File: config.mk
export PLATFORM = sky130hd
export DESIGN_NAME = vtyp_norm
export DESIGN_NICKNAME = d
export VERILOG_FILES = /design/src/rtl/vtyp_pkg.sv /design/src/rtl/vtyp_norm.sv
export SDC_FILE = /design/constraint.sdc
export NUM_CORES = 1
export LEC_CHECK = 0
export BUFFER_PORTS_ARGS = -buffer_cell sky130_fd_sc_hd__buf_4
export CAP_MARGIN = 20
export CELL_PAD_IN_SITES_DETAIL_PLACEMENT = 2
export CELL_PAD_IN_SITES_GLOBAL_PLACEMENT = 2
export CORE_MARGIN = 4
export CORE_UTILIZATION = 42
export CTS_CLUSTER_DIAMETER = 30
export DETAILED_ROUTE_END_ITERATION = 7
export PLACE_DENSITY = 0.86
export SLEW_MARGIN = 15
export SYNTH_ARGS = -nofsm -noshare
export SYNTH_HDL_FRONTEND = slang
export SYNTH_SLANG_ARGS = --single-unit
File: constraint.sdc
create_clock -name clk -period 2.65 [get_ports clk]
set_input_delay 0.3975 -clock clk [delete_from_list [all_inputs] [get_ports clk]]
set_output_delay 0.3975 -clock clk [all_outputs]
set_load 0.02 [all_outputs]
File: src/rtl/vtyp_pkg.sv
// Shared constants, record types and the CORDIC arc table for the vector to
// yaw/pitch converter. No dependencies; every module of the block imports it.
package vtyp_pkg;

  // Input component width and number of CORDIC micro-rotations.
  localparam int COMPONENT_WIDTH   = 24;
  localparam int CORDIC_ITERATIONS = 16;

  // Stream payload widths.
  localparam int IN_DATA_W   = ((3 * COMPONENT_WIDTH + 7) / 8) * 8;
  localparam int OUT_FIELD_W = 16;
  localparam int OUT_DATA_W  = 2 * OUT_FIELD_W;

  // Normalized magnitudes lie in (2^30, 2^31], so they need 32 bits.
  localparam int MAG_W    = 32;
  localparam int NORM_TOP = MAG_W - 1;
  localparam int SH_W     = 5;
  localparam int SQ_W     = 2 * MAG_W;
  localparam int ROOT_W   = MAG_W;

  // CORDIC datapath: vector lanes carry the gain growth, angles are in
  // units of 2^-16 degree.
  localparam int XY_W      = 35;
  localparam int ANG_W     = 26;
  localparam int IDX_W     = 5;
  localparam int DEG_UNIT  = 65536;
  localparam int RND_SHIFT = 9;

  localparam logic signed [ANG_W-1:0] HALF_TURN = ANG_W'(180 * DEG_UNIT);
  localparam logic signed [ANG_W-1:0] FULL_TURN = ANG_W'(360 * DEG_UNIT);
  localparam logic signed [ANG_W-1:0] RND_HALF  = ANG_W'(1 << (RND_SHIFT - 1));

  // Output angles in 1/128 degree.
  localparam logic [OUT_FIELD_W-1:0] OUT_FULL = OUT_FIELD_W'(46080);
  localparam logic [OUT_FIELD_W-1:0] OUT_270  = OUT_FIELD_W'(34560);
  localparam logic [OUT_FIELD_W-1:0] OUT_90   = OUT_FIELD_W'(11520);
  localparam logic [OUT_FIELD_W-1:0] OUT_ZERO = '0;

  typedef struct packed {
    logic spec;   // x and y both zero
    logic z_pos;
    logic x_neg;
    logic y_neg;
    logic z_neg;
  } flags_t;

  typedef struct packed {
    flags_t           flg;
    logic [MAG_W-1:0] ax;
    logic [MAG_W-1:0] ay;
    logic [MAG_W-1:0] az;
  } norm_t;

  typedef struct packed {
    flags_t                  flg;
    logic signed [XY_W-1:0]  yaw_px;
    logic signed [XY_W-1:0]  yaw_py;
    logic signed [XY_W-1:0]  pit_py;
  } side_t;

  typedef struct packed {
    logic spec;
    logic z_pos;
  } tag_t;

  typedef struct packed {
    logic signed [XY_W-1:0]  px;
    logic signed [XY_W-1:0]  py;
    logic signed [ANG_W-1:0] acc;
  } lane_t;

  typedef struct packed {
    tag_t                    tag;
    logic signed [ANG_W-1:0] yaw;
    logic signed [ANG_W-1:0] pitch;
  } ang_t;

  // atan(2^-i) in units of 2^-16 degree.
  function automatic logic signed [ANG_W-1:0] atan_lut(input logic [IDX_W-1:0] idx);
    logic signed [ANG_W-1:0] r;
    case (idx)
      5'd0:    r = ANG_W'(2949120);
      5'd1:    r = ANG_W'(1740967);
      5'd2:    r = ANG_W'(919879);
      5'd3:    r = ANG_W'(466945);
      5'd4:    r = ANG_W'(234379);
      5'd5:    r = ANG_W'(117304);
      5'd6:    r = ANG_W'(58666);
      5'd7:    r = ANG_W'(29335);
      5'd8:    r = ANG_W'(14668);
      5'd9:    r = ANG_W'(7334);
      5'd10:   r = ANG_W'(3667);
      5'd11:   r = ANG_W'(1833);
      5'd12:   r = ANG_W'(917);
      5'd13:   r = ANG_W'(458);
      5'd14:   r = ANG_W'(229);
      5'd15:   r = ANG_W'(115);
      5'd16:   r = ANG_W'(57);
      5'd17:   r = ANG_W'(29);
      5'd18:   r = ANG_W'(14);
      5'd19:   r = ANG_W'(7);
      5'd20:   r = ANG_W'(4);
      5'd21:   r = ANG_W'(2);
      5'd22:   r = ANG_W'(1);
      default: r = '0;
    endcase
    return r;
  endfunction

endpackage

File: src/rtl/vtyp_norm.sv
// Four-stage normalizer: magnitudes, common power-of-two scale search and
// the left shift that brings the largest magnitude into (2^30, 2^31]. Uses vtyp_pkg.
module vtyp_norm import vtyp_pkg::*; (
  input  logic                              clk,
  input  logic                              rst_n,
  input  logic                              en,
  input  logic                              in_valid,
  input  logic signed [COMPONENT_WIDTH-1:0] vec_x,
  input  logic signed [COMPONENT_WIDTH-1:0] vec_y,
  input  logic signed [COMPONENT_WIDTH-1:0] vec_z,
  output logic                              out_valid,
  output norm_t                             out_data
);

  localparam int CW = COMPONENT_WIDTH;

  // |a| - 1, or zero for a zero magnitude; fits one bit less than a.
  function automatic logic [CW-2:0] dec_mag(input logic [CW-1:0] a);
    logic [CW-1:0] d;
    d = (a == '0) ? '0 : a - CW'(1);
    return d[CW-2:0];
  endfunction

  logic [CW-1:0] xu, yu, zu;
  logic [CW-1:0] ax1_nxt, ay1_nxt, az1_nxt;
  flags_t        flg1_nxt;
  logic [CW-2:0] orv2_nxt;
  logic [SH_W-1:0] blen, sh3_nxt;
  norm_t         nd4_nxt;

  logic          v1_r, v2_r, v3_r, v4_r;
  logic [CW-1:0] ax1_r, ay1_r, az1_r, ax2_r, ay2_r, az2_r, ax3_r, ay3_r, az3_r;
  flags_t        flg1_r, flg2_r, flg3_r;
  logic [CW-2:0] orv2_r;
  logic [SH_W-1:0] sh3_r;
  norm_t         nd4_r;

  assign xu = vec_x;
  assign yu = vec_y;
  assign zu = vec_z;

  // Stage 1: magnitudes and sign flags.
  always_comb begin
    ax1_nxt        = xu[CW-1] ? (~xu + CW'(1)) : xu;
    ay1_nxt        = yu[CW-1] ? (~yu + CW'(1)) : yu;
    az1_nxt        = zu[CW-1] ? (~zu + CW'(1)) : zu;
    flg1_nxt.spec  = (xu == '0) && (yu == '0);
    flg1_nxt.z_pos = !zu[CW-1] && (zu != '0);
    flg1_nxt.x_neg = xu[CW-1];
    flg1_nxt.y_neg = yu[CW-1];
    flg1_nxt.z_neg = zu[CW-1];
  end

  // Stage 2: the bit length of the OR of (|v| - 1) equals ceil(log2(max |v|)).
  assign orv2_nxt = dec_mag(ax1_r) | dec_mag(ay1_r) | dec_mag(az1_r);

  // Stage 3: bit length to shift count.
  always_comb begin
    blen = '0;
    for (int i = 0; i < CW - 1; i++) begin
      if (orv2_r[i]) begin
        blen = SH_W'(i + 1);
      end
    end
    sh3_nxt = SH_W'(NORM_TOP) - blen;
  end

  // Stage 4: scale the magnitudes.
  always_comb begin
    nd4_nxt.flg = flg3_r;
    nd4_nxt.ax  = MAG_W'(ax3_r) << sh3_r;
    nd4_nxt.ay  = MAG_W'(ay3_r) << sh3_r;
    nd4_nxt.az  = MAG_W'(az3_r) << sh3_r;
  end

  always_ff @(posedge clk) begin
    if (!rst_n) begin
      v1_r <= 1'b0;
      v2_r <= 1'b0;
      v3_r <= 1'b0;
      v4_r <= 1'b0;
    end else if (en) begin
      v1_r <= in_valid;
      v2_r <= v1_r;
      v3_r <= v2_r;
      v4_r <= v3_r;
    end
  end

  always_ff @(posedge clk) begin
    if (en) begin
      ax1_r  <= ax1_nxt;
      ay1_r  <= ay1_nxt;
      az1_r  <= az1_nxt;
      flg1_r <= flg1_nxt;
      ax2_r  <= ax1_r;
      ay2_r  <= ay1_r;
      az2_r  <= az1_r;
      flg2_r <= flg1_r;
      orv2_r <= orv2_nxt;
      ax3_r  <= ax2_r;
      ay3_r  <= ay2_r;
      az3_r  <= az2_r;
      flg3_r <= flg2_r;
      sh3_r  <= sh3_nxt;
      nd4_r  <= nd4_nxt;
    end
  end

  assign out_valid = v4_r;
  assign out_data  = nd4_r;

endmodule

==> reports/qor.yml, run 1 <==
synth:
  yosysTopAreaCellShare: 0.5946
  avgSynthCellArea_sq_um: 13.09
  synth_area_leaders: "edfxtp_1, mux4_2, xnor2_1, mux2i_1, nand2_1"
  synth_area_sq_um: 18180
  synth_top_area_cell: "edfxtp_1"
  ys_seq_elements: 364
  ys_warn_count: 0
  synthDistinctLibCells: 65
  synthFlopType: "edfxtp_1"
  syn_inst: 1389
  synth-edff-count: 360
  syn-num-nets: 1471
  synth-async-reset-ratio: 0
  seq_area_frac_synth: 0.5990
timing:
  holdWs_ps: 45.82
  rsz0062_at_grt: "false"
  fmax_mhz: 389.1
  finClkSkew_ps: 25.71
  worst_pin_slew_ps: 692.1
  finalSetupViolCount: 0
  drv_slew: 0
  fin_setup_tns_ps: 0
  period_share: 0.9698
  final_hold_viol_count: 0
  relSlewSlack: 0.5267
  final.min_clock_period_ps: 2570
grt:
  grt_start_max_net_pins: 66
  grt_pass1_vias: 15471
  antenna_found_initial: 1
  grt_pass1_wl_mm: 101.4
  track_usage: 0.2847
  gr-total-overflow: 0
worst_setup_path:
  r2r-start: "az1_r[13]$_DFFE_PP_"
  crit_slowest_cell: "edfxtp_1"
  startpoint: "az1_r[13]$_DFFE_PP_"
  cp.arrival_ps: 2870
  crit_fanout: 7
  rrSetupSlack_ps: 80
  path_depth: 5
  ff2ff_path_depth: 5
  worstSetupPathType: "flop to flop"
  end_kind: "flop"
  crit_buf_inv: 0
  crit_chain: "nor4_2 -> nand3_1 -> nor4_1 -> mux2i_1 -> o221ai_1"
  cp-start-kind: "flop"
  worstReg2RegEnd: "orv2_r[21]$_DFFE_PP_"
  crit_path_max_incr_delay_ps: 520
  required_ps: 2950
  crit_family: "simple AND/OR/NAND/NOR gates"
  crit_end: "orv2_r[21]$_DFFE_PP_"
cells_and_area:
  final_net_count: 1749
  area_growth_pct: 29.97
  drive_gt1_frac: 0.2776
  diodes: 0
  finish.utilization: 0.5583
  finalNonFillerCells: 2313
drt:
  wl_per_cell_microns: 29.27
  dr.pass1.iters: 5
  vias: 13945
  drc: 0
  drt-total-wl_mm: 67.69
  drtAntennaViolNets: 0
  via_per_inst: 6.029
  drt_first_iter_violations: 956
clocking:
  worstSkewPairLatency_ps: 600
  cts-root-buf: "clkbuf_16"
  htreeDepth: 3
  path_clk_slew_ps: 50
  cts.sinks: 364
  cts_tree: "done"
  clockBufferDepth: 3
  cts_buffers: 85
power_and_ir_drop:
  finalPower_w: 0.02031
  power.ir.vdd_worst_v: 0.0004981
  p_per_area_nw_per_um2: 859.5
  leakage_nw: 8.562
outcome:
  run_status: "complete, no violations"
hold_path:
  worstHoldPathType: "input pin to flop"
placed_design:
  io_buffers: 177
  placed_cells: 2152
  place.gp.congestion: 0.9142
  hpwl_mm: 44.60
run:
  drv_cap: 0
die:
  io_pins: 178
  start_util: 0.4296
  rows: 75
  die_h_microns: 216.1
  core_area_sq_um: 42320
  die_area_sq_um: 46680
  die_w_microns: 216.1
## repair_timing
item / 4_1_cts / 5_1_grt
setup buffers: 1 / 2
gates resized for setup: 3 / 5
hold buffers: 2 / 0
hold endpoints to repair: 2 / 0
endpoints found under the setup margin: 4 / 7
## where the power goes
part / internal (W) / switching [W]
Clock: 0.00727 / 0.00344
Sequential: 0.00693 / 0.000470
Combinational: 0.000895 / 0.00131
## cells in the mapped netlist, types with 4 or more instances
master and instances:
ha_1 6, xor2_1 14, nor4b_1 5, inv_1 21
nor3_1 34, nor4_1 23, mux2_2 9, a21oi_1 47
or4_1 9, nand2b_1 13, nand2_1 123, or2_2 7
dfxtp_1 4, o22ai_1 7, mux2i_1 73, o22a_1 5
mux4_2 56, edfxtp_1 360, nand3_1 21, o21ai_0 61
nand4_1 12, and3_1 7, a211oi_1 20, a221oi_1 4
o221ai_1 29, xnor2_1 91, buf_2 13, a221o_1 4
o31ai_1 21, a31oi_1 4, clkbuf_1 45, and2_1 7
buf_1 10, o41ai_1 10, nor2_1 116, nor2b_1 18
or3_1 24, o211ai_1 8
## cell usage in the layout (no fill, tap or decap), types with 17 or more instances in the layout
cell	n
o221ai_1	29
a211oi_1	20
mux4_2	56
nor3_1	34
nand3_1	21
nand2_1	123
or3_1	24
nor2b_1	17
inv_1	21
o31ai_1	21
clkinv_1	17
buf_4	249
a21oi_1	45
mux2i_1	71
xnor2_1	91
clkbuf_16	86
edfxtp_1	360
o21ai_0	61
nor2_1	115
nor4_1	22
## flip-flops by register name (all words and copies together), names as in the netlist, 5 cells and up
name and cells:
ay3_r 24, flg3_r 5, ax2_r 24, flg2_r 5
sh3_r 5, flg1_r 5, out_data 101, ay1_r 24
orv2_r 23, ax1_r 24, az2_r 24, ax3_r 24
az3_r 24, az1_r 24, ay2_r 24
## area by class of cell
| cell class | count | area, sq um |
|---|---|---|
| clock buffers | 98 | 2197 |
| clock inverters | 58 | 688.2 |
| fillers | 3876 | 18690 |
| inverters | 22 | 82.58 |
| multi-input cells | 932 | 6944 |
| flip-flops and latches | 364 | 10890 |
| well taps | 577 | 721.9 |
| repair buffers | 262 | 2105 |
## stage by stage
stage / worst slack [ps] / instance area, sq um
after floorplan: 315.7 / 18180
after global placement: 225.7 / 20670
after detailed placement: 51.32 / 20670
after CTS: 33.09 / 23600
after global routing: 6.768 / 23630
final: 80.05 / 23630
## worst min-delay path by stage
stage	startpoint	slack [ps]	depth (start not counted)	to
after floorplan	ax2_r[0]$_DFFE_PP_	400	0	ax3_r[0]$_DFFE_PP_
after global placement	az2_r[17]$_DFFE_PP_	400	0	az3_r[17]$_DFFE_PP_
after detailed placement	az2_r[12]$_DFFE_PP_	410	0	az3_r[12]$_DFFE_PP_
after CTS	rst_n	20	2	v2_r$_SDFFE_PN0P_
after global routing	rst_n	30	2	v1_r$_SDFFE_PN0P_
final	rst_n	50	2	v1_r$_SDFFE_PN0P_
## routing by layer
metal / global-route usage / part of all wire
met5: 0 / 0.00019
met4: 0.1385 / 0.053
met1: 0.3411 / 0.39
met3: 0.04692 / 0.046
met2: 0.5005 / 0.51
## logic make-up after synthesis
family / count (synthesis) / synth area share
AND/OR/NAND/NOR: 437 / 0.1189
multiplexers: 138 / 0.1151
XOR/XNOR: 105 / 0.05058
buffers and inverters: 93 / 0.02072
adder cells (fa/ha/maj): 6 / 0.004129
flip-flops: 364 / 0.5990
AO/OA/AOI/OAI: 246 / 0.09154
Note: power is estimated with default switching activity, not from simulation.
==> inputs of run 2 (changes only) <==
--- a/config.mk
+++ b/config.mk
@@ -9,6 +9,7 @@
 export CAP_MARGIN = 20
 export CELL_PAD_IN_SITES_DETAIL_PLACEMENT = 2
 export CELL_PAD_IN_SITES_GLOBAL_PLACEMENT = 2
+export CORE_ASPECT_RATIO = 0.8
 export CORE_MARGIN = 4
 export CORE_UTILIZATION = 42
 export CTS_CLUSTER_DIAMETER = 30
==> run 2 against run 1 <==
Effect of this change: fmax down 2.0%; final cell count down 1.6%; global-route usage about the same; largest power group unchanged; die area about the same; sequential power about the same; power down 3.0%; largest cell class unchanged; core utilization down 0.46 points; sequential share of layout area up 0.37 points; first-iteration DRC count up 28%; hold slack worse by 16 ps; worst setup slack worse by 51 ps.
==> reports/qor.yml, run 2 (same netlist as run 1, synthesis figures left out) <==
outcome:
  run_status: "complete, no violations"
cells_and_area:
  finish.utilization: 0.5537  # -0.004598
  seq_area_sq_um: 10890  # unchanged
  final_net_count: 1748  # -0.057%
  nFillCells: 3907  # +0.80%
  area_growth_pct: 28.94
  largest_reg_flops: 101  # unchanged
  multi_input_area_sq_um: 6955  # +0.16%
  drive_gt1_frac: 0.2817  # +0.004089
  diodes: 0  # unchanged
  final_common_cell: "edfxtp_1"
  layout_common_cells: "edfxtp_1, buf_4, nand2_1, nor2_1, xnor2_1"
die:
  die_h_microns: 194.1  # -10%
  rows: 67  # -11%
  die_area_sq_um: 46700  # about the same
  core_area_sq_um: 42330  # about the same
  io_pins: 178  # unchanged
  start_util: 0.4294  # about the same
  die_w_microns: 240.6  # +11%
grt:
  grt_start_max_net_pins: 72  # +9.1%
  grt_use_met1: 0.3669  # +0.02578
  grt_pass1_wl_mm: 100.7  # -0.66%
  antenna_found_initial: 1  # unchanged
  grtUsageMet3: 0.05105  # +0.004134
  busiest_layer: "met2"
  grt_pass1_vias: 15103  # -2.4%
  track_usage: 0.2846  # about the same
  gr-total-overflow: 0  # unchanged
  met2_usage: 0.4842  # -0.01635
clocking:
  clockBufferDepth: 3  # unchanged
  cts.sinks: 364  # unchanged
  cts_buffers: 76  # -11%
  path_clk_slew_ps: 50  # about the same
  cts_tree: "done"
  worstSkewPairLatency_ps: 610  # about the same
  cts-root-buf: "clkbuf_16"
  htreeDepth: 3  # unchanged
worst_setup_path:
  crit_chain: "inv_1 -> ha_1 -> nor3b_4 -> nand3_1 -> nor3_1 -> mux2i_1 -> buf_4 -> nand4_1"
  worstSetupPathType: "flop to flop"
  cp.arrival_ps: 2960  # +90 ps
  r2r-start: "az1_r[0]$_DFFE_PP_"
  worstReg2RegEnd: "orv2_r[20]$_DFFE_PP_"
  cp-start-kind: "flop"
  rrSetupSlack_ps: 30  # -50 ps
  crit_slowest_cell: "edfxtp_1"
  end_kind: "flop"
  crit_fanout: 5  # -2
  required_ps: 2990  # +40 ps
  ff2ff_path_depth: 8  # +3
  crit_path_max_incr_delay_ps: 460  # -60 ps
placed_design:
  hpwl_mm: 46.19  # +3.6%
  io_buffers: 177  # unchanged
  place.gp.congestion: 0.9003  # -1.5%
  dp_slack_ps: -143.5  # -194.9 ps
drt:
  dr.pass1.iters: 5  # unchanged
  vias: 13997  # +0.37%
  via_per_inst: 6.147  # +2.0%
  drtAntennaViolNets: 0  # unchanged
  wl_per_cell_microns: 29.75  # +1.7%
  drt-total-wl_mm: 67.74  # about the same
  drt_first_iter_violations: 1219  # +28%
  drc: 0  # unchanged
timing:
  finalSetupViolCount: 0  # unchanged
  final_hold_viol_count: 0  # unchanged
  worst_pin_slew_ps: 1011  # +318.6 ps
  period_share: 0.9892  # +0.01940
  setup_slack_ps: 28.65  # -51.40 ps
  holdWs_ps: 29.90  # -15.93 ps
  final.min_clock_period_ps: 2621  # +51.40 ps
  relSlewSlack: 0.3237  # -0.2029
  finClkSkew_ps: 36.86  # +11.15 ps
  fmax_mhz: 381.5  # -2.0%
  fin_setup_tns_ps: 0  # unchanged
  drv_slew: 0  # unchanged
power_and_ir_drop:
  power.ir.vdd_worst_v: 0.0004989  # +0.16%
  p_clk_frac: 0.512  # -0.015
  p_seq_frac: 0.374  # +0.010
  comb_power_share: 0.114  # +0.006
  leakage_nw: 8.516  # -0.54%
  p_per_area_nw_per_um2: 840.0  # -2.3%
  intPower_w: 0.01450  # -3.9%
  swShare: 0.2638  # +0.006860
  finalPower_w: 0.01969  # -3.0%
  p_sw_w: 0.005195  # -0.46%
run:
  drv_cap: 0  # unchanged
hold_path:
  hold_path.startpoint: "rst_n"
  worstHoldPathType: "input pin to flop"
  holdPathStages: 2  # unchanged
  whs_endpoint: "out_valid$_SDFFE_PN0P_"
[run 2: cell count changes in the layout (fill, tap and decap cells not counted), moves of 3 or more]
| cell | delta |
|---|---|
| clkinv_1 | -9 |
| clkbuf_1 | -8 |
| clkbuf_16 | -8 |
| buf_4 | +7 |
| clkinv_4 | +4 |
| clkinvlp_4 | -3 |
[run 2: what timing repair did]
item / 4_1_cts / 5_1_grt
cloned: 0 / 0
hold endpoints to repair: 3 / 0
buffers inserted: 0 / 2
gates resized for setup: 6 / 3
setup endpoints to repair: 6 / 5
hold buffers: 3 / 0
pin swaps: 0 / 1
[run 2: final cells by class]
class | count | share of cell area
flip-flops and latches | 364 | 0.4646
multi-input cells | 932 | 0.2967
repair buffers | 270 | 0.09207
clock buffers | 82 | 0.08391
clock inverters | 55 | 0.02973
well taps | 552 | 0.02946
inverters | 22 | 0.003523
[run 2: per-stage QoR]
step | cells | instance area [sq um]
2_1_floorplan | 1389 | 18180
3_3_place_gp | 2135 | 20690
3_5_place_dp | 2135 | 20690
4_1_cts | 2275 | 23410
5_1_grt | 2277 | 23440
6_report | 2277 | 23440
[run 2: worst max-delay path by stage]
stage	start	endpoint	slack [ps]	cells after the start
floorplan	az1_r[0]$_DFFE_PP_	orv2_r[11]$_DFFE_PP_	320	7
global route	az1_r[0]$_DFFE_PP_	orv2_r[20]$_DFFE_PP_	-30	8
detailed placement	ay1_r[10]$_DFFE_PP_	orv2_r[6]$_DFFE_PP_	-140	6
CTS	ax1_r[3]$_DFFE_PP_	orv2_r[17]$_DFFE_PP_	8	6
global placement	ay1_r[10]$_DFFE_PP_	orv2_r[4]$_DFFE_PP_	-90	6
finish	az1_r[0]$_DFFE_PP_	orv2_r[20]$_DFFE_PP_	30	8
[run 2: power groups by stage]
stage | clock network, W | registers (W) | logic (W)
3_5_place_dp | 0 | 0.00744 | 0.00215
2_1_floorplan | 0 | 0.00737 | 0.00101
5_1_grt | 0.0106 | 0.00741 | 0.00237
3_3_place_gp | 0 | 0.00735 | 0.00202
4_1_cts | 0.0102 | 0.00737 | 0.00221
6_report | 0.0101 | 0.00737 | 0.00224
[run 2: critical path: cells and delay by family, from the launching register on]
kind / cells / cell delay [ps]
buf+inv: 2 / 290
flops: 1 / 460
mux: 1 / 360
simple gates: 4 / 950
fa+ha+maj: 1 / 270
[run 2: routing by layer]
metal | up-vias | part of all wire
met5 | - | 0
met4 | 0 | 0.035
met3 | 148 | 0.055
met2 | 658 | 0.50
met1 | 7193 | 0.41
li1 | 5998 | -
